===== config.mk =====
export PLATFORM = sky130hd
export DESIGN_NAME = utf8_invalid_sequence_replacer_unit_flat
export DESIGN_NICKNAME = d
export VERILOG_FILES = /design/src/uisr_pkg.sv /design/src/uisr_in_if.sv /design/src/uisr_out_if.sv /design/src/uisr_front.sv /design/src/uisr_queue.sv /design/src/uisr_back.sv /design/src/utf8_invalid_sequence_replacer_unit.sv /design/src/flat_wrapper.sv
export SDC_FILE = /design/constraint.sdc
export NUM_CORES = 1
export LEC_CHECK = 0
export ABC_CLOCK_PERIOD_IN_PS = 6600
export BUFFER_PORTS_ARGS = -buffer_cell sky130_fd_sc_hd__buf_2
export CORE_MARGIN = 2
export CORE_UTILIZATION = 57
export DETAILED_ROUTE_END_ITERATION = 8
export GPL_TIMING_DRIVEN = 0
export PLACE_DENSITY = 0.73
export SYNTH_ARGS = -nofsm -noshare
export SYNTH_HDL_FRONTEND = slang
export SYNTH_SLANG_ARGS = --single-unit

===== constraint.sdc =====
create_clock -name clk -period 6.6 [get_ports clk]
set_input_delay 0.66 -clock clk [delete_from_list [all_inputs] [get_ports clk]]
set_output_delay 0.66 -clock clk [all_outputs]
set_load 0.01 [all_outputs]

===== src/uisr_pkg.sv =====
// Package for the UTF-8 sanitizer: byte constants, the command record that
// goes from front to back, and the replacement byte lookup. No dependencies.
`default_nettype none

package uisr_pkg;

  // Result bytes one item may show before the rest is carried to the next item
  localparam int unsigned MaxResults = 10;

  // Command queue geometry
  localparam int unsigned QueueDepth = 2;
  localparam int unsigned QueuePtrW  = 1;
  localparam int unsigned QueueCntW  = 2;

  // Replacement character U+FFFD
  localparam logic [7:0] ReplB0 = 8'hEF;
  localparam logic [7:0] ReplB1 = 8'hBF;
  localparam logic [7:0] ReplB2 = 8'hBD;

  // Byte classes
  localparam logic [7:0] AsciiLimit = 8'h80;
  localparam logic [7:0] ContMask   = 8'hC0;
  localparam logic [7:0] ContTag    = 8'h80;
  localparam logic [7:0] Lead2Mask  = 8'hE0;
  localparam logic [7:0] Lead2Tag   = 8'hC0;
  localparam logic [7:0] Lead3Mask  = 8'hF0;
  localparam logic [7:0] Lead3Tag   = 8'hE0;
  localparam logic [7:0] Lead4Mask  = 8'hF8;
  localparam logic [7:0] Lead4Tag   = 8'hF0;

  // Overlong checks
  localparam logic [7:0] Over2LeadA = 8'hC0;
  localparam logic [7:0] Over2LeadB = 8'hC1;
  localparam logic [7:0] Over3Lead  = 8'hE0;
  localparam logic [7:0] Over3Min   = 8'hA0;
  localparam logic [7:0] Over4Lead  = 8'hF0;
  localparam logic [7:0] Over4Min   = 8'h90;

  // Sequence lengths
  localparam logic [2:0] LenNone = 3'd0;
  localparam logic [2:0] Len2    = 3'd2;
  localparam logic [2:0] Len3    = 3'd3;
  localparam logic [2:0] Len4    = 3'd4;

  // One item's work: rep_count replacements, then raw_count raw bytes.
  // str_end marks the last of these bytes as the end of the string.
  typedef struct packed {
    logic [2:0]      rep_count;
    logic [2:0]      raw_count;
    logic [3:0][7:0] raw;
    logic            str_end;
  } cmd_t;

  // Byte q of a run of back-to-back replacements (EF BF BD EF BF BD ...)
  function automatic logic [7:0] repl_byte(input logic [3:0] q);
    logic [7:0] r;
    case (q) inside
      4'd0, 4'd3, 4'd6, 4'd9:  r = ReplB0;
      4'd1, 4'd4, 4'd7, 4'd10: r = ReplB1;
      default:                 r = ReplB2;
    endcase
    return r;
  endfunction

endpackage

`default_nettype wire


===== src/uisr_in_if.sv =====
// Input channel of the UTF-8 sanitizer: valid/ready plus one string byte.
// No dependencies.
`default_nettype none

interface uisr_in_if;
  logic       valid;
  logic       ready;
  logic [7:0] in_byte;
  logic       in_final;

  modport source(output valid, output in_byte, output in_final, input ready);
  modport sink(input valid, input in_byte, input in_final, output ready);
endinterface

`default_nettype wire


===== src/uisr_out_if.sv =====
// Output channel of the UTF-8 sanitizer: valid/ready plus one result byte
// and its marks. No dependencies.
`default_nettype none

interface uisr_out_if;
  logic       valid;
  logic       ready;
  logic [7:0] out_byte;
  logic       is_replacement;
  logic       run_last;
  logic       string_end;

  modport source(output valid, output out_byte, output is_replacement,
                 output run_last, output string_end, input ready);
  modport sink(input valid, input out_byte, input is_replacement,
               input run_last, input string_end, output ready);
endinterface

`default_nettype wire


===== src/uisr_front.sv =====
// Front end: accepts string bytes, tracks the pending multi-byte sequence
// and turns each item into a command. Uses uisr_pkg and uisr_in_if.
`default_nettype none

module uisr_front (
  input  wire logic          clk,
  input  wire logic          rst,
  uisr_in_if.sink            in_ch,
  output logic               cmd_valid,
  output uisr_pkg::cmd_t     cmd,
  input  wire logic          cmd_ready
);

  // Pending sequence state
  logic [7:0]      held_lead;
  logic [1:0][7:0] held_cont;
  logic [1:0]      held_count;
  logic [2:0]      expected_length;

  logic [7:0]      held_lead_next;
  logic [1:0][7:0] held_cont_next;
  logic [1:0]      held_count_next;
  logic [2:0]      expected_length_next;

  logic [7:0] b;
  logic       fin;
  logic       accept;
  logic       is_cont;
  logic       fresh;
  logic       overlong;
  logic [7:0] first;
  logic [2:0] fresh_len;
  uisr_pkg::cmd_t c;

  assign b         = in_ch.in_byte;
  assign fin       = in_ch.in_final;
  assign accept    = in_ch.valid && cmd_ready;
  assign in_ch.ready = cmd_ready;
  assign cmd_valid = in_ch.valid;
  assign cmd       = c;

  // Classify the byte against the pending sequence
  always_comb begin
    c                    = '0;
    fresh                = 1'b1;
    overlong             = 1'b0;
    fresh_len            = uisr_pkg::LenNone;
    held_lead_next       = held_lead;
    held_cont_next       = held_cont;
    held_count_next      = held_count;
    expected_length_next = expected_length;
    is_cont = (b & uisr_pkg::ContMask) == uisr_pkg::ContTag;
    first   = (held_count == 2'd0) ? b : held_cont[0];

    if (expected_length != uisr_pkg::LenNone) begin
      if (is_cont) begin
        fresh = 1'b0;
        if ({1'b0, held_count} + 3'd2 >= expected_length) begin
          // sequence complete
          overlong =
            (expected_length == uisr_pkg::Len2 &&
             (held_lead == uisr_pkg::Over2LeadA || held_lead == uisr_pkg::Over2LeadB)) ||
            (expected_length == uisr_pkg::Len3 && held_lead == uisr_pkg::Over3Lead &&
             first < uisr_pkg::Over3Min) ||
            (expected_length == uisr_pkg::Len4 && held_lead == uisr_pkg::Over4Lead &&
             first < uisr_pkg::Over4Min);
          if (overlong) begin
            c.rep_count = 3'd1;
          end else begin
            c.raw_count = {1'b0, held_count} + 3'd2;
            c.raw[0]    = held_lead;
            c.raw[1]    = (held_count != 2'd0) ? held_cont[0] : b;
            c.raw[2]    = (held_count == 2'd2) ? held_cont[1] : b;
            c.raw[3]    = b;
          end
          expected_length_next = uisr_pkg::LenNone;
          held_count_next      = 2'd0;
        end else begin
          // hold another continuation
          held_cont_next[held_count[0]] = b;
          held_count_next               = held_count + 2'd1;
          if (fin) begin
            c.rep_count          = {1'b0, held_count} + 3'd2;
            expected_length_next = uisr_pkg::LenNone;
            held_count_next      = 2'd0;
          end
        end
      end else begin
        // broken sequence: lead and each held continuation get a replacement
        c.rep_count          = {1'b0, held_count} + 3'd1;
        expected_length_next = uisr_pkg::LenNone;
        held_count_next      = 2'd0;
      end
    end

    // Byte handled as if nothing were pending
    if (fresh) begin
      if (b < uisr_pkg::AsciiLimit) begin
        c.raw_count = 3'd1;
        c.raw[0]    = b;
      end else begin
        if ((b & uisr_pkg::Lead2Mask) == uisr_pkg::Lead2Tag) begin
          fresh_len = uisr_pkg::Len2;
        end else if ((b & uisr_pkg::Lead3Mask) == uisr_pkg::Lead3Tag) begin
          fresh_len = uisr_pkg::Len3;
        end else if ((b & uisr_pkg::Lead4Mask) == uisr_pkg::Lead4Tag) begin
          fresh_len = uisr_pkg::Len4;
        end
        if (fresh_len == uisr_pkg::LenNone || fin) begin
          c.rep_count = c.rep_count + 3'd1;
        end else begin
          held_lead_next       = b;
          held_count_next      = 2'd0;
          expected_length_next = fresh_len;
        end
      end
    end

    c.str_end = fin && (c.rep_count != 3'd0 || c.raw_count != 3'd0);
  end

  // Control state
  always_ff @(posedge clk) begin
    if (rst) begin
      held_lead       <= '0;
      held_count      <= '0;
      expected_length <= uisr_pkg::LenNone;
    end else if (accept) begin
      held_lead       <= held_lead_next;
      held_count      <= held_count_next;
      expected_length <= expected_length_next;
    end
  end

  // Held continuation bytes, written before read
  always_ff @(posedge clk) begin
    if (accept) begin
      held_cont <= held_cont_next;
    end
  end

endmodule

`default_nettype wire


===== src/uisr_queue.sv =====
// Two-entry command queue between front and back of the UTF-8 sanitizer.
// Uses uisr_pkg.
`default_nettype none

module uisr_queue (
  input  wire logic           clk,
  input  wire logic           rst,
  input  wire logic           push_valid,
  output logic                push_ready,
  input  wire uisr_pkg::cmd_t push_data,
  output logic                head_valid,
  output uisr_pkg::cmd_t      head,
  input  wire logic           pop
);

  uisr_pkg::cmd_t entries [uisr_pkg::QueueDepth];
  logic [uisr_pkg::QueuePtrW-1:0] wr_ptr;
  logic [uisr_pkg::QueuePtrW-1:0] rd_ptr;
  logic [uisr_pkg::QueueCntW-1:0] count;
  logic push;

  assign push_ready = count != uisr_pkg::QueueCntW'(uisr_pkg::QueueDepth);
  assign push       = push_valid && push_ready;
  assign head_valid = count != '0;
  assign head       = entries[rd_ptr];

  // Pointers and fill count
  always_ff @(posedge clk) begin
    if (rst) begin
      wr_ptr <= '0;
      rd_ptr <= '0;
      count  <= '0;
    end else begin
      if (push) begin
        wr_ptr <= wr_ptr + uisr_pkg::QueuePtrW'(1);
      end
      if (pop) begin
        rd_ptr <= rd_ptr + uisr_pkg::QueuePtrW'(1);
      end
      if (push && !pop) begin
        count <= count + uisr_pkg::QueueCntW'(1);
      end else if (pop && !push) begin
        count <= count - uisr_pkg::QueueCntW'(1);
      end
    end
  end

  // Entry storage
  always_ff @(posedge clk) begin
    if (push) begin
      entries[wr_ptr] <= push_data;
    end
  end

endmodule

`default_nettype wire


===== src/uisr_back.sv =====
// Back end: expands queued commands into result bytes, one per cycle while the
// output is not stalled, into an output register. Uses uisr_pkg and uisr_out_if.
`default_nettype none

module uisr_back (
  input  wire logic           clk,
  input  wire logic           rst,
  input  wire logic           head_valid,
  input  wire uisr_pkg::cmd_t head,
  output logic                pop,
  uisr_out_if.source          out_ch
);

  // Position in the current item's byte list, carried bytes first
  logic [3:0] pos;
  // Two replacement bytes carried over from an item that overflowed
  logic       owed_valid;
  logic       owed_end;

  // Output register
  logic       out_valid;
  logic [7:0] out_byte;
  logic       out_rep;
  logic       out_last;
  logic       out_end;

  logic [4:0] owed_n;
  logic [4:0] rep3;
  logic [4:0] total;
  logic [4:0] p5;
  logic [4:0] q;
  logic [4:0] ri;
  logic [3:0] last_idx;
  logic       out_free;
  logic       empty_cmd;
  logic       is_last;
  logic       emit;
  logic [7:0] byte_c;
  logic       rep_c;
  logic       end_c;

  // Byte selection for the current position
  always_comb begin
    owed_n    = owed_valid ? 5'd2 : 5'd0;
    rep3      = {1'b0, head.rep_count, 1'b0} + {2'b00, head.rep_count};
    total     = owed_n + rep3 + {2'b00, head.raw_count};
    last_idx  = (total > 5'(uisr_pkg::MaxResults)) ? 4'(uisr_pkg::MaxResults - 1)
                                                   : total[3:0] - 4'd1;
    p5        = {1'b0, pos};
    q         = p5 - owed_n;
    ri        = q - rep3;
    out_free  = !out_valid || out_ch.ready;
    empty_cmd = total == 5'd0;
    is_last   = pos == last_idx;
    emit      = head_valid && !empty_cmd && out_free;
    pop       = head_valid && (empty_cmd || (out_free && is_last));

    if (p5 < owed_n) begin
      byte_c = pos[0] ? uisr_pkg::ReplB2 : uisr_pkg::ReplB1;
      rep_c  = 1'b1;
      end_c  = pos[0] && owed_end;
    end else begin
      if (q < rep3) begin
        byte_c = uisr_pkg::repl_byte(q[3:0]);
        rep_c  = 1'b1;
      end else begin
        byte_c = head.raw[ri[1:0]];
        rep_c  = 1'b0;
      end
      end_c = head.str_end && (p5 == total - 5'd1);
    end
  end

  // Sequencer state
  always_ff @(posedge clk) begin
    if (rst) begin
      pos        <= '0;
      owed_valid <= 1'b0;
      owed_end   <= 1'b0;
      out_valid  <= 1'b0;
    end else begin
      if (pop) begin
        pos        <= '0;
        // only a 12-byte item overflows; its last two bytes are BF BD
        owed_valid <= total > 5'(uisr_pkg::MaxResults);
        owed_end   <= head.str_end;
      end else if (emit) begin
        pos <= pos + 4'd1;
      end
      if (emit) begin
        out_valid <= 1'b1;
      end else if (out_ch.ready) begin
        out_valid <= 1'b0;
      end
    end
  end

  // Output payload
  always_ff @(posedge clk) begin
    if (emit) begin
      out_byte <= byte_c;
      out_rep  <= rep_c;
      out_last <= is_last;
      out_end  <= end_c;
    end
  end

  assign out_ch.valid          = out_valid;
  assign out_ch.out_byte       = out_byte;
  assign out_ch.is_replacement = out_rep;
  assign out_ch.run_last       = out_last;
  assign out_ch.string_end     = out_end;

endmodule

`default_nettype wire


===== src/utf8_invalid_sequence_replacer_unit.sv =====
// UTF-8 sanitizer: a string enters one byte per item and leaves with every bad
// sequence replaced by EF BF BD (U+FFFD). The front takes one input item per
// cycle while its two-entry command queue has room; the back sends one result
// byte per cycle while the output is not stalled, so an item holds the back for
// each of its result bytes (1 for ASCII, up to 10), and an item that gives no
// result byte (a lead byte being held) is popped by the back with no output.
// Sustained output is therefore set by the single output byte lane. Output is
// from a register; input flows while a result byte waits, until the queue fills.
// Uses uisr_pkg, uisr_in_if, uisr_out_if, uisr_front, uisr_queue, uisr_back.
`default_nettype none

module utf8_invalid_sequence_replacer_unit (
  input  wire logic clk,
  input  wire logic rst,
  uisr_in_if.sink   in_ch,
  uisr_out_if.source out_ch
);

  logic           cmd_valid;
  logic           cmd_ready;
  uisr_pkg::cmd_t cmd;
  logic           head_valid;
  uisr_pkg::cmd_t head;
  logic           pop;

  // Classify items
  uisr_front u_front (
    .clk       (clk),
    .rst       (rst),
    .in_ch     (in_ch),
    .cmd_valid (cmd_valid),
    .cmd       (cmd),
    .cmd_ready (cmd_ready)
  );

  // Decouple front and back
  uisr_queue u_queue (
    .clk        (clk),
    .rst        (rst),
    .push_valid (cmd_valid),
    .push_ready (cmd_ready),
    .push_data  (cmd),
    .head_valid (head_valid),
    .head       (head),
    .pop        (pop)
  );

  // Expand into result bytes
  uisr_back u_back (
    .clk        (clk),
    .rst        (rst),
    .head_valid (head_valid),
    .head       (head),
    .pop        (pop),
    .out_ch     (out_ch)
  );

endmodule

`default_nettype wire


===== src/flat_wrapper.sv =====
// flat-port wrapper written by rule: the top's interface ports become plain ports
module utf8_invalid_sequence_replacer_unit_flat 
  (clk, rst, in_ch_valid, in_ch_in_byte, in_ch_in_final, in_ch_ready, out_ch_valid, out_ch_out_byte, out_ch_is_replacement, out_ch_run_last, out_ch_string_end, out_ch_ready);
  uisr_in_if in_ch_i ();
  uisr_out_if out_ch_i ();
  input  wire logic clk;
  input  wire logic rst;
  input wire logic [$bits(in_ch_i.valid)-1:0] in_ch_valid;
  input wire logic [$bits(in_ch_i.in_byte)-1:0] in_ch_in_byte;
  input wire logic [$bits(in_ch_i.in_final)-1:0] in_ch_in_final;
  output wire logic [$bits(in_ch_i.ready)-1:0] in_ch_ready;
  output wire logic [$bits(out_ch_i.valid)-1:0] out_ch_valid;
  output wire logic [$bits(out_ch_i.out_byte)-1:0] out_ch_out_byte;
  output wire logic [$bits(out_ch_i.is_replacement)-1:0] out_ch_is_replacement;
  output wire logic [$bits(out_ch_i.run_last)-1:0] out_ch_run_last;
  output wire logic [$bits(out_ch_i.string_end)-1:0] out_ch_string_end;
  input wire logic [$bits(out_ch_i.ready)-1:0] out_ch_ready;
  assign in_ch_i.valid = in_ch_valid;
  assign in_ch_i.in_byte = in_ch_in_byte;
  assign in_ch_i.in_final = in_ch_in_final;
  assign in_ch_ready = in_ch_i.ready;
  assign out_ch_valid = out_ch_i.valid;
  assign out_ch_out_byte = out_ch_i.out_byte;
  assign out_ch_is_replacement = out_ch_i.is_replacement;
  assign out_ch_run_last = out_ch_i.run_last;
  assign out_ch_string_end = out_ch_i.string_end;
  assign out_ch_i.ready = out_ch_ready;
  utf8_invalid_sequence_replacer_unit u_core (.clk(clk), .rst(rst), .in_ch(in_ch_i), .out_ch(out_ch_i));
endmodule

Yosys cells after proc, flatten, opt, wreduce, memory -nomap -nowiden
Memories as Yosys holds them, arrays and structs flattened. A register that Yosys moved wholly into a read port is not among the register bits.
Index checks and enable logic that the tools add are counted.
- register bits after elaboration: 51
- bits in writable memories: 78
- input bits: 13
- output and inout bits: 13
- word-level logic and storage cells: 171
- memories kept: 1
- add/subtract/negate cells: 16
- $lt $le $gt $ge: 10
- equality and inequality tests: 22
- mux-type cells: 60
- bitwise gates (word level): 3
- reduce and logical (&&, ||, !) cells: 43
- memories (name ; depth ; bits a word ; read ports ; clocked after memory_dff ; write ports ; line ; text):
    u_core.u_queue.entries ; 2 ; 39 ; 1 ; 1 ; 1 ; uisr_queue.sv:16 ; uisr_pkg::cmd_t entries [uisr_pkg::QueueDepth];
- operator list (cell ; count):
    $mux 35 ; 3
    $mux 8 ; 9
    $mux 3 ; 18
    $mux 38 ; 1
    $eq 8x8->1 const B ; 4
    $lt 8x8->1 const B ; 3
    $mux 2 ; 12
    $bmux 8 s2 ; 1
    $bwmux 16 ; 1
    $logic_and 1x1->1 ; 16
    $eq 4x3->1 const B ; 3
    $eq 4x4->1 const B ; 3
    $mux 1 ; 11
    $reduce_bool 3->1 ; 3
    $demux 8 s1 ; 1
    $reduce_and 4->1 ; 2
    $reduce_bool 2->1 ; 4
    $reduce_or 4->1 ; 2
    $logic_or 1x1->1 ; 7
    $mux 7 ; 1
    $eq 3x2->1 const B ; 2
    $eq 3x3->1 const B ; 2
    $mux 6 ; 1
    $add 2x5->5 ; 1
    35 further kinds ; 43

Longest topological paths before layout
Gate-level depths: netlist of run 1.
- depth in word-level cells: 17
- depth in mapped cells: 23
- depth with buffers taken out: 19

Hierarchy
From an unflattened synthesis of run 1, not the netlist that was laid out.
- cell total of the unflattened synthesis: 500
- area, all modules: 6486.2 um^2
- modules (own cells, without submodules) (module ; instances ; cells each ; area each (um^2) ; seq. area each (um^2)):
    uisr_queue ; 1 ; 145 ; 3039.2 ; 2442.3
    uisr_front ; 1 ; 201 ; 1860.5 ; 740.7
    uisr_back ; 1 ; 154 ; 1586.5 ; 470.5

Worst setup path before layout of run 1
No wires, ideal clock.
- path type: reg2reg
- from: reg with a tool-made name
- to: reg u_core.u_queue.count[1] (netlist name)
- setup time: 0.071 ns
- arrival time: 5.156 ns
- data required time: 6.529 ns
- path slack: 1.374 ns
- stages on the path, launching flop included: 20
- path buffers: 3
- clock period less this slack: 5.226 ns
- cells stage by stage: dfxtp_1 buf_6 buf_1 buf_2 mux2i_1 inv_1 ha_1 fa_1 ha_1 inv_1 fa_1 xnor3_1 xor2_1 a21oi_1 mux2_1 o2bb2ai_4 inv_4 ha_1 or3_1 a21oi_1
- RTL lines (what ; line ; text):
    to (signal assigned) ; uisr_queue.sv:41 ; count <= count + uisr_pkg::QueueCntW'(1);
    to (signal assigned) ; uisr_queue.sv:43 ; count <= count - uisr_pkg::QueueCntW'(1);
    to (decl) ; uisr_queue.sv:19 ; logic [uisr_pkg::QueueCntW-1:0] count;

==> impl_metrics.prom, run 1 <==
# TYPE chip_impl_metric gauge
chip_impl_metric{name="num_vias",unit=""} 4062
chip_impl_metric{name="nets",unit=""} 589
chip_impl_metric{name="count_of_flip_flops_with_a_built_in_enable_after_synthesis",unit=""} 105
chip_impl_info{name="most_common_cell_after_layout_fill_and_taps_aside",value="sky130_fd_sc_hd__edfxtp_1"} 1
chip_impl_metric{name="fin_util",unit="%"} 67.15
chip_impl_metric{name="area_growth",unit="%"} 14.46
chip_impl_metric{name="number_of_global_route_vias_before_repair",unit=""} 3935
chip_impl_metric{name="critPathArrivalTime",unit="ps"} 6510
chip_impl_metric{name="timing.final.crit_share",unit="%"} 91.93
chip_impl_metric{name="ys_ff_latch",unit=""} 130
chip_impl_metric{name="slew_hr",unit="%"} 22.76
chip_impl_info{name="status",value="completed"} 1
chip_impl_metric{name="timing_max_transition_violations_final",unit=""} 0
chip_impl_info{name="hold_class",value="input port to register"} 1
chip_impl_metric{name="share_clk_of_total_power",unit="%"} 27.2
chip_impl_metric{name="worst_endpoint_required_time",unit="ps"} 7050
chip_impl_metric{name="timing_hold_violations_final",unit=""} 0
chip_impl_metric{name="skew",unit="ps"} 5.971
chip_impl_metric{name="mappedNetlistArea",unit="mm^2"} 0.006387
chip_impl_metric{name="clkSinkCount",unit=""} 130
chip_impl_metric{name="antenna_cells",unit=""} 0
chip_impl_metric{name="critPathMaxStageDelay",unit="ps"} 660
chip_impl_info{name="root_driver",value="sky130_fd_sc_hd__clkbuf_8"} 1
chip_impl_metric{name="wl_per_cell",unit="um"} 18.02
chip_impl_metric{name="io_pins",unit=""} 26
chip_impl_metric{name="synth.avg_cell_area",unit="um^2"} 12.70
chip_impl_metric{name="cp_max_fo",unit=""} 10
chip_impl_metric{name="pwr_per_cell_area",unit="mW/mm^2"} 466.8
chip_impl_metric{name="synth_async_reset_ratio",unit="%"} 0
chip_impl_info{name="tritoncts",value="built"} 1
chip_impl_metric{name="via_per_inst",unit=""} 5.795
chip_impl_metric{name="die-width",unit="um"} 109.9
chip_impl_metric{name="synth.lib_cells_used.distinct",unit=""} 63
chip_impl_metric{name="seq_area_frac_synth",unit="%"} 57.20
chip_impl_metric{name="layout.cells.non_filler",unit=""} 701
chip_impl_metric{name="detailedRoute.firstPassIterationCount",unit=""} 5
chip_impl_metric{name="num_rows",unit=""} 38
chip_impl_metric{name="switching_power",unit="mW"} 1.167
chip_impl_metric{name="layout-drive-gt1-share",unit="%"} 18.00
chip_impl_info{name="grt_setup_unrepaired",value="no"} 1
chip_impl_metric{name="die_h",unit="um"} 109.9
chip_impl_metric{name="vdd.ir_drop.worst",unit="mV"} 0.3292
chip_impl_metric{name="post-route-min-period",unit="ps"} 6068
chip_impl_metric{name="grt_max_degree",unit=""} 40
chip_impl_metric{name="globalRouteTotalUtil",unit="%"} 22.95
chip_impl_metric{name="grt_overflow_total",unit=""} 0
chip_impl_info{name="crit_path_end_kind",value="register"} 1
chip_impl_metric{name="cts_buffer_depth",unit=""} 2
chip_impl_info{name="critical_path.cell_chain",value="buf_6 -> buf_1 -> buf_2 -> mux2i_1 -> inv_1 -> ha_1 -> fa_1 -> ha_1 -> inv_1 -> fa_1 -> xnor3_1 -> xor2_1 -> a21oi_1 -> mux2_1 -> o2bb2ai_4 -> inv_4 -> ha_1 -> or3_1 -> a21oi_1"} 1
chip_impl_metric{name="gp_routability_congestion",unit=""} 0.8133
chip_impl_metric{name="holdBufCountCts",unit=""} 0
chip_impl_metric{name="cts_setup_buffers",unit=""} 0
chip_impl_metric{name="power.static_leakage",unit="nW"} 2.751
chip_impl_metric{name="timing_worst_slew_pin_value",unit="ps"} 1155
chip_impl_info{name="slowest_stage",value="sky130_fd_sc_hd__buf_1"} 1
chip_impl_metric{name="ctsResizeCount",unit=""} 0
chip_impl_metric{name="timing.final.setup_violations",unit=""} 0
chip_impl_metric{name="seqPwrFrac",unit="%"} 32.8
chip_impl_metric{name="inserted_clock_buffers",unit=""} 17
chip_impl_info{name="worst_path_most_repeated_cell",value="sky130_fd_sc_hd__ha_1"} 1
chip_impl_info{name="synth-main-ff-cell",value="sky130_fd_sc_hd__edfxtp_1"} 1
chip_impl_info{name="worstSetupPathType",value="register to register"} 1
chip_impl_metric{name="count_of_fill_cells_added_during_filler_insertion",unit=""} 779
chip_impl_metric{name="postRouteAntennaNets",unit=""} 0
chip_impl_metric{name="grt_pass1_wl",unit="um"} 20000
chip_impl_metric{name="hpwlAfterDp",unit="um"} 8957
chip_impl_info{name="cp_startpoint_kind",value="register"} 1
chip_impl_metric{name="floorplan.core_area",unit="mm^2"} 0.01089
chip_impl_metric{name="worst_setup_hold_path_clk_slew",unit="ps"} 60
chip_impl_metric{name="power.internal",unit="mW"} 2.246
chip_impl_metric{name="totalWireLength",unit="um"} 12630
chip_impl_metric{name="synth.yosys.warnings",unit=""} 0
chip_impl_info{name="top_library_cells_by_usage_in_the_layout_fill_and_taps_aside",value="105 x sky130_fd_sc_hd__edfxtp_1, 62 x sky130_fd_sc_hd__nor2_1, 41 x sky130_fd_sc_hd__inv_1"} 1
chip_impl_metric{name="totalPowerFinal",unit="mW"} 3.413
chip_impl_metric{name="detail_route.iter0.violations",unit=""} 217
chip_impl_metric{name="max_clock_freq",unit="MHz"} 164.8
chip_impl_metric{name="finalSetupTns",unit="ps"} 0
chip_impl_metric{name="placement.io_buffers",unit=""} 24
chip_impl_metric{name="p_sw_share",unit="%"} 34.18
chip_impl_metric{name="ctsHtreeMaxLevel",unit=""} 4
chip_impl_metric{name="clk_latency",unit="ps"} 520
chip_impl_metric{name="synthesis.instances",unit=""} 503
chip_impl_metric{name="placed_cells",unit=""} 669
chip_impl_metric{name="maxCapViolations",unit=""} 0
chip_impl_metric{name="grt_antenna_before_repair",unit=""} 0
chip_impl_metric{name="die_area",unit="mm^2"} 0.01207
chip_impl_metric{name="p_comb_share",unit="%"} 40.1
chip_impl_metric{name="initial_core_util",unit="%"} 58.66
chip_impl_metric{name="remaining_drc_errors",unit=""} 0
cell families (layout without fill, tap and decap cells):
group,Yosys count,count (layout),share of synthesized area [%]
AND/OR/NAND/NOR,135,135,9.559
flip-flops,130,130,57.20
AO/OA/AOI/OAI,73,73,8.129
buffers and inverters,60,117,3.722
multiplexers,57,57,12.65
adder cells (fa/ha/maj),29,29,5.994
XOR/XNOR,18,18,2.684
other,1,2,0.05871
per-stage QoR:
step,hold slack (ps),setup slack [ps],area (um^2)
CTS,353.7,434.7,7311
global route,363.2,159.3,7311
global placement,458.3,637.7,6686
floorplan,446.8,1374,6391
detailed placement,463.1,478.9,6715
finish,375.2,532.3,7311
power by group through the flow:
| stage | clock [mW] | combinational [mW] | sequential, mW |
|---|---|---|---|
| 2_1_floorplan | 0 | 1.03 | 1.14 |
| 3_3_place_gp | 0 | 1.29 | 1.13 |
| 3_5_place_dp | 0 | 1.35 | 1.13 |
| 4_1_cts | 0.940 | 1.37 | 1.12 |
| 5_1_grt | 0.974 | 1.50 | 1.13 |
| 6_report | 0.927 | 1.37 | 1.12 |
registers in the layout, summed over array words and instances, names as in the netlist, 2 cells and up, named ones only:
signal                          count
u_core.u_back.pos                   4
u_core.u_front.expected_length      3
u_core.u_front.held_cont           16
u_core.u_front.held_lead            8
u_core.u_queue.entries             78
u_core.u_front.held_count           2
u_core.u_back.out_ch.out_byte       8
u_core.u_queue.count                2
worst max-delay path: cells and delay by family, from the launching register on:
kind,cells,cell delay [ps]
flip-flops,1,330
XOR/XNOR,2,740
multiplexers,2,800
buffers and inverters,6,1540
AO/OA/AOI/OAI,3,430
AND/OR/NAND/NOR,1,350
adder cells (fa/ha/maj),5,1760
layer usage:
metal	GRT usage, %	routed length (um)	part of all wire (%)	vias to the layer above
met2	37.29	6195	49	147
met4	9.042	260	2.1	0
met5	0	0	0	-
li1	-	-	-	1931
met3	4.920	719	5.7	22
met1	30.21	5455	43	1962
cells in the mapped netlist, drive strengths merged, types with 2 or more instances:
cell type / n / area, um^2
nor2b: 5 / 31.28
o22ai: 5 / 37.53
dfxtp: 25 / 500.5
a21oi: 20 / 103.9
a21o: 3 / 22.52
o221ai: 4 / 35.03
clkbuf: 9 / 33.78
a211oi: 4 / 30.03
xnor2: 10 / 87.58
fa: 3 / 60.06
mux2: 11 / 135.1
buf: 8 / 40.04
a221oi: 2 / 30.03
o21bai: 2 / 15.01
or4: 2 / 18.77
nor2: 63 / 236.5
nand3: 7 / 35.03
nor3b: 2 / 15.01
or2: 3 / 18.77
mux2i: 30 / 312.8
nor3: 6 / 30.03
xor2: 7 / 61.31
nand2: 31 / 116.4
nand2b: 5 / 31.28
o21ai: 15 / 75.07
edfxtp: 105 / 3153
inv: 43 / 163.9
a22oi: 5 / 37.54
ha: 25 / 312.8
and3: 3 / 18.77
o211ai: 2 / 20.02
a31oi: 2 / 12.51
mux4: 16 / 360.4
and2: 2 / 12.51
final cells by class:
cell class	count	area (um^2)	share of cell area, %
buffer	17	73.82	1.010
clock buffer	20	435.4	5.956
clock inverter	12	160.2	2.191
inverter	43	163.9	2.242
multi-input combinational	314	2509	34.31
sequential	130	3654	49.97
tap	140	175.2	2.396
timing repair buffer	25	140.1	1.917
final timing paths:
kind                                             startpoint  depth (start not counted)  slack, ps                     endpoint
worst max-delay path                               register                         19        530      u_core.u_queue.count[1]
worst min-delay path                       in_ch_in_byte[1]                          1        380  u_core.u_front.held_cont[1]
worst max register to register                     register                         19        530      u_core.u_queue.count[1]
worst min register to register  u_core.u_front.held_lead[6]                          2        480  u_core.u_front.held_lead[6]
Power figures use the tool's default switching activity.
==> run 2: changes to the inputs <==
- CORE_MARGIN: 2 -> 1.5
==> impl_metrics.prom, run 2 (synthesis results as in run 1) <==
# TYPE chip_impl_metric gauge
chip_impl_info{name="status",value="completed"} 1
chip_impl_info{name="root_driver",value="sky130_fd_sc_hd__clkbuf_8"} 1
chip_impl_metric{name="number_of_cells_traversed_by_the_worst_hold_path",unit=""} 1
chip_impl_metric{name="detail_route.iter0.violations",unit=""} 329
chip_impl_metric{name="cts_setup_buffers",unit=""} 0
chip_impl_metric{name="holdBufCountCts",unit=""} 0
chip_impl_info{name="worst_path_most_repeated_cell",value="sky130_fd_sc_hd__ha_1"} 1
chip_impl_metric{name="timing_hold_violations_final",unit=""} 0
chip_impl_info{name="crit_path_end_kind",value="register"} 1
chip_impl_info{name="tritoncts",value="built"} 1
chip_impl_metric{name="timing.final.setup_violations",unit=""} 0
chip_impl_metric{name="totalWireLength",unit="um"} 12890
chip_impl_metric{name="worst_endpoint_required_time",unit="ps"} 7050
chip_impl_metric{name="design_area",unit="mm^2"} 0.007281
chip_impl_metric{name="count_of_fill_cells_added_during_filler_insertion",unit=""} 811
chip_impl_metric{name="timing.reg2reg.worst_path_depth",unit=""} 19
chip_impl_metric{name="power.static_leakage",unit="nW"} 2.732
chip_impl_metric{name="slew_hr",unit="%"} 24.13
chip_impl_metric{name="globalRouteTotalUtil",unit="%"} 24.34
chip_impl_metric{name="vdd.ir_drop.worst",unit="mV"} 0.3342
chip_impl_metric{name="ctsHtreeMaxLevel",unit=""} 4
chip_impl_metric{name="post-route-min-period",unit="ps"} 6037
chip_impl_metric{name="placed_area",unit="mm^2"} 0.006715
chip_impl_metric{name="initial_core_util",unit="%"} 58.66
chip_impl_info{name="top_library_cells_by_usage_in_the_layout_fill_and_taps_aside",value="105 x sky130_fd_sc_hd__edfxtp_1, 62 x sky130_fd_sc_hd__nor2_1, 41 x sky130_fd_sc_hd__inv_1"} 1
chip_impl_info{name="slowest_stage",value="sky130_fd_sc_hd__buf_1"} 1
chip_impl_metric{name="critPathBufInv",unit=""} 6
chip_impl_metric{name="critPathArrivalTime",unit="ps"} 6480
chip_impl_metric{name="wl_per_cell",unit="um"} 18.38
chip_impl_info{name="most_common_cell_after_layout_fill_and_taps_aside",value="sky130_fd_sc_hd__edfxtp_1"} 1
chip_impl_info{name="path_delay_family",value="adder cells"} 1
chip_impl_metric{name="die_h",unit="um"} 108.9
chip_impl_metric{name="placement.io_buffers",unit=""} 24
chip_impl_metric{name="clkSinkCount",unit=""} 130
chip_impl_metric{name="cp_max_fo",unit=""} 10
chip_impl_metric{name="floorplan.core_area",unit="mm^2"} 0.01089
chip_impl_info{name="cp_startpoint_kind",value="register"} 1
chip_impl_metric{name="nets",unit=""} 589
chip_impl_info{name="worstSetupPathType",value="register to register"} 1
chip_impl_metric{name="worst-r2r-setup-slack",unit="ps"} 560
chip_impl_metric{name="num_vias",unit=""} 4056
chip_impl_metric{name="postRouteAntennaNets",unit=""} 0
chip_impl_metric{name="timing.final.crit_share",unit="%"} 91.47
chip_impl_info{name="reg_top3",value="u_core.u_queue.entries: 78 flops, u_core.u_front.held_cont: 16 flops"} 1
chip_impl_metric{name="critPathMaxStageDelay",unit="ps"} 650
chip_impl_info{name="hold_class",value="input port to register"} 1
chip_impl_metric{name="skew",unit="ps"} 6.289
chip_impl_info{name="grt_setup_unrepaired",value="no"} 1
chip_impl_metric{name="cts_buffer_depth",unit=""} 2
chip_impl_info{name="worst_r2r_endpoint",value="u_core.u_queue.count[1]"} 1
chip_impl_info{name="critical_path.cell_chain",value="buf_6 -> buf_1 -> buf_2 -> mux2i_1 -> inv_1 -> ha_1 -> fa_1 -> ha_1 -> inv_1 -> fa_1 -> xnor3_1 -> xor2_1 -> a21oi_1 -> mux2_1 -> o2bb2ai_4 -> inv_4 -> ha_1 -> or3_1 -> a21oi_1"} 1
chip_impl_metric{name="worst_setup_hold_path_clk_slew",unit="ps"} 60
chip_impl_metric{name="grt_antenna_before_repair",unit=""} 0
chip_impl_metric{name="via_per_inst",unit=""} 5.786
chip_impl_metric{name="layout-drive-gt1-share",unit="%"} 18.18
chip_impl_metric{name="area_growth",unit="%"} 13.99
chip_impl_metric{name="finalSetupTns",unit="ps"} 0
chip_impl_metric{name="io_pins",unit=""} 26
chip_impl_metric{name="pwr_per_cell_area",unit="mW/mm^2"} 461.6
chip_impl_metric{name="largest_register_ffs",unit=""} 78
chip_impl_metric{name="die_area",unit="mm^2"} 0.01185
chip_impl_metric{name="worstSetupPathDepth",unit=""} 19
chip_impl_metric{name="max_clock_freq",unit="MHz"} 165.6
chip_impl_metric{name="die-width",unit="um"} 108.9
chip_impl_metric{name="detailedRoute.firstPassIterationCount",unit=""} 5
chip_impl_metric{name="number_of_global_route_vias_before_repair",unit=""} 4060
chip_impl_metric{name="grt_max_degree",unit=""} 40
chip_impl_info{name="register_with_the_highest_flop_count",value="u_core.u_queue.entries"} 1
chip_impl_metric{name="clk_latency",unit="ps"} 520
chip_impl_metric{name="inserted_clock_buffers",unit=""} 17
chip_impl_metric{name="maxCapViolations",unit=""} 0
chip_impl_metric{name="timing_max_transition_violations_final",unit=""} 0
chip_impl_metric{name="timing_worst_slew_pin_value",unit="ps"} 1134
chip_impl_metric{name="gp_routability_congestion",unit=""} 0.8389
chip_impl_metric{name="remaining_drc_errors",unit=""} 0
chip_impl_metric{name="ctsResizeCount",unit=""} 0
chip_impl_metric{name="hpwlAfterDp",unit="um"} 8969
chip_impl_metric{name="grt_overflow_total",unit=""} 0
chip_impl_metric{name="antenna_cells",unit=""} 0
chip_impl_metric{name="grt_pass1_wl",unit="um"} 20970
chip_impl_info{name="critical_path_endpoint",value="u_core.u_queue.count[1]"} 1
chip_impl_metric{name="num_rows",unit=""} 38
## run 2: report_power, final
group / internal (mW) / switching [mW]
Sequential: 1.07 / 0.0493
Clock: 0.530 / 0.336
Combinational: 0.589 / 0.785
Total: 2.19 / 1.17
## run 2: through the flow
stage	hold WS (ps)	power [mW]	cells	setup WS, ps	util (%)
global route	367.1	3.569	701	214.7	66.87
floorplan	446.8	2.173	504	1374	-
CTS	364.9	3.368	701	489.2	66.87
detailed placement	461.0	2.484	669	577.9	61.68
global placement	458.6	2.426	668	636.2	61.41
finish	377.8	3.361	701	562.7	66.87
## run 2: area by class of cell
type / instances / area, um^2 / area share [%]
multi-input cells: 314 / 2509 / 34.46
clock inverters: 11 / 106.4 / 1.461
plain buffers: 17 / 73.82 / 1.014
inverters: 43 / 163.9 / 2.251
well taps: 140 / 175.2 / 2.406
repair buffers: 25 / 140.1 / 1.925
clock buffers: 21 / 459.2 / 6.307
flip-flops and latches: 130 / 3654 / 50.18
## run 2: how the worst min path moves through the flow
| stage | from | to |
|---|---|---|
| floorplan | u_core.u_front.held_lead[7] | u_core.u_front.held_lead[7] |
| global placement | u_core.u_front.held_lead[6] | u_core.u_front.held_lead[6] |
| detailed placement | u_core.u_front.held_lead[6] | u_core.u_front.held_lead[6] |
| CTS | in_ch_in_byte[1] | u_core.u_front.held_cont[9] |
| global route | in_ch_in_byte[1] | u_core.u_front.held_cont[9] |
| finish | in_ch_in_byte[0] | u_core.u_front.held_cont[8] |
## run 2: per-layer routing
metal / up-vias / routed length, um / track usage, %
met4: 0 / 168 / 7.801
met2: 116 / 6396 / 39.38
met5: - / 0 / 0
met3: 17 / 637 / 6.157
met1: 1995 / 5684 / 32.40
li1: 1928 / - / -
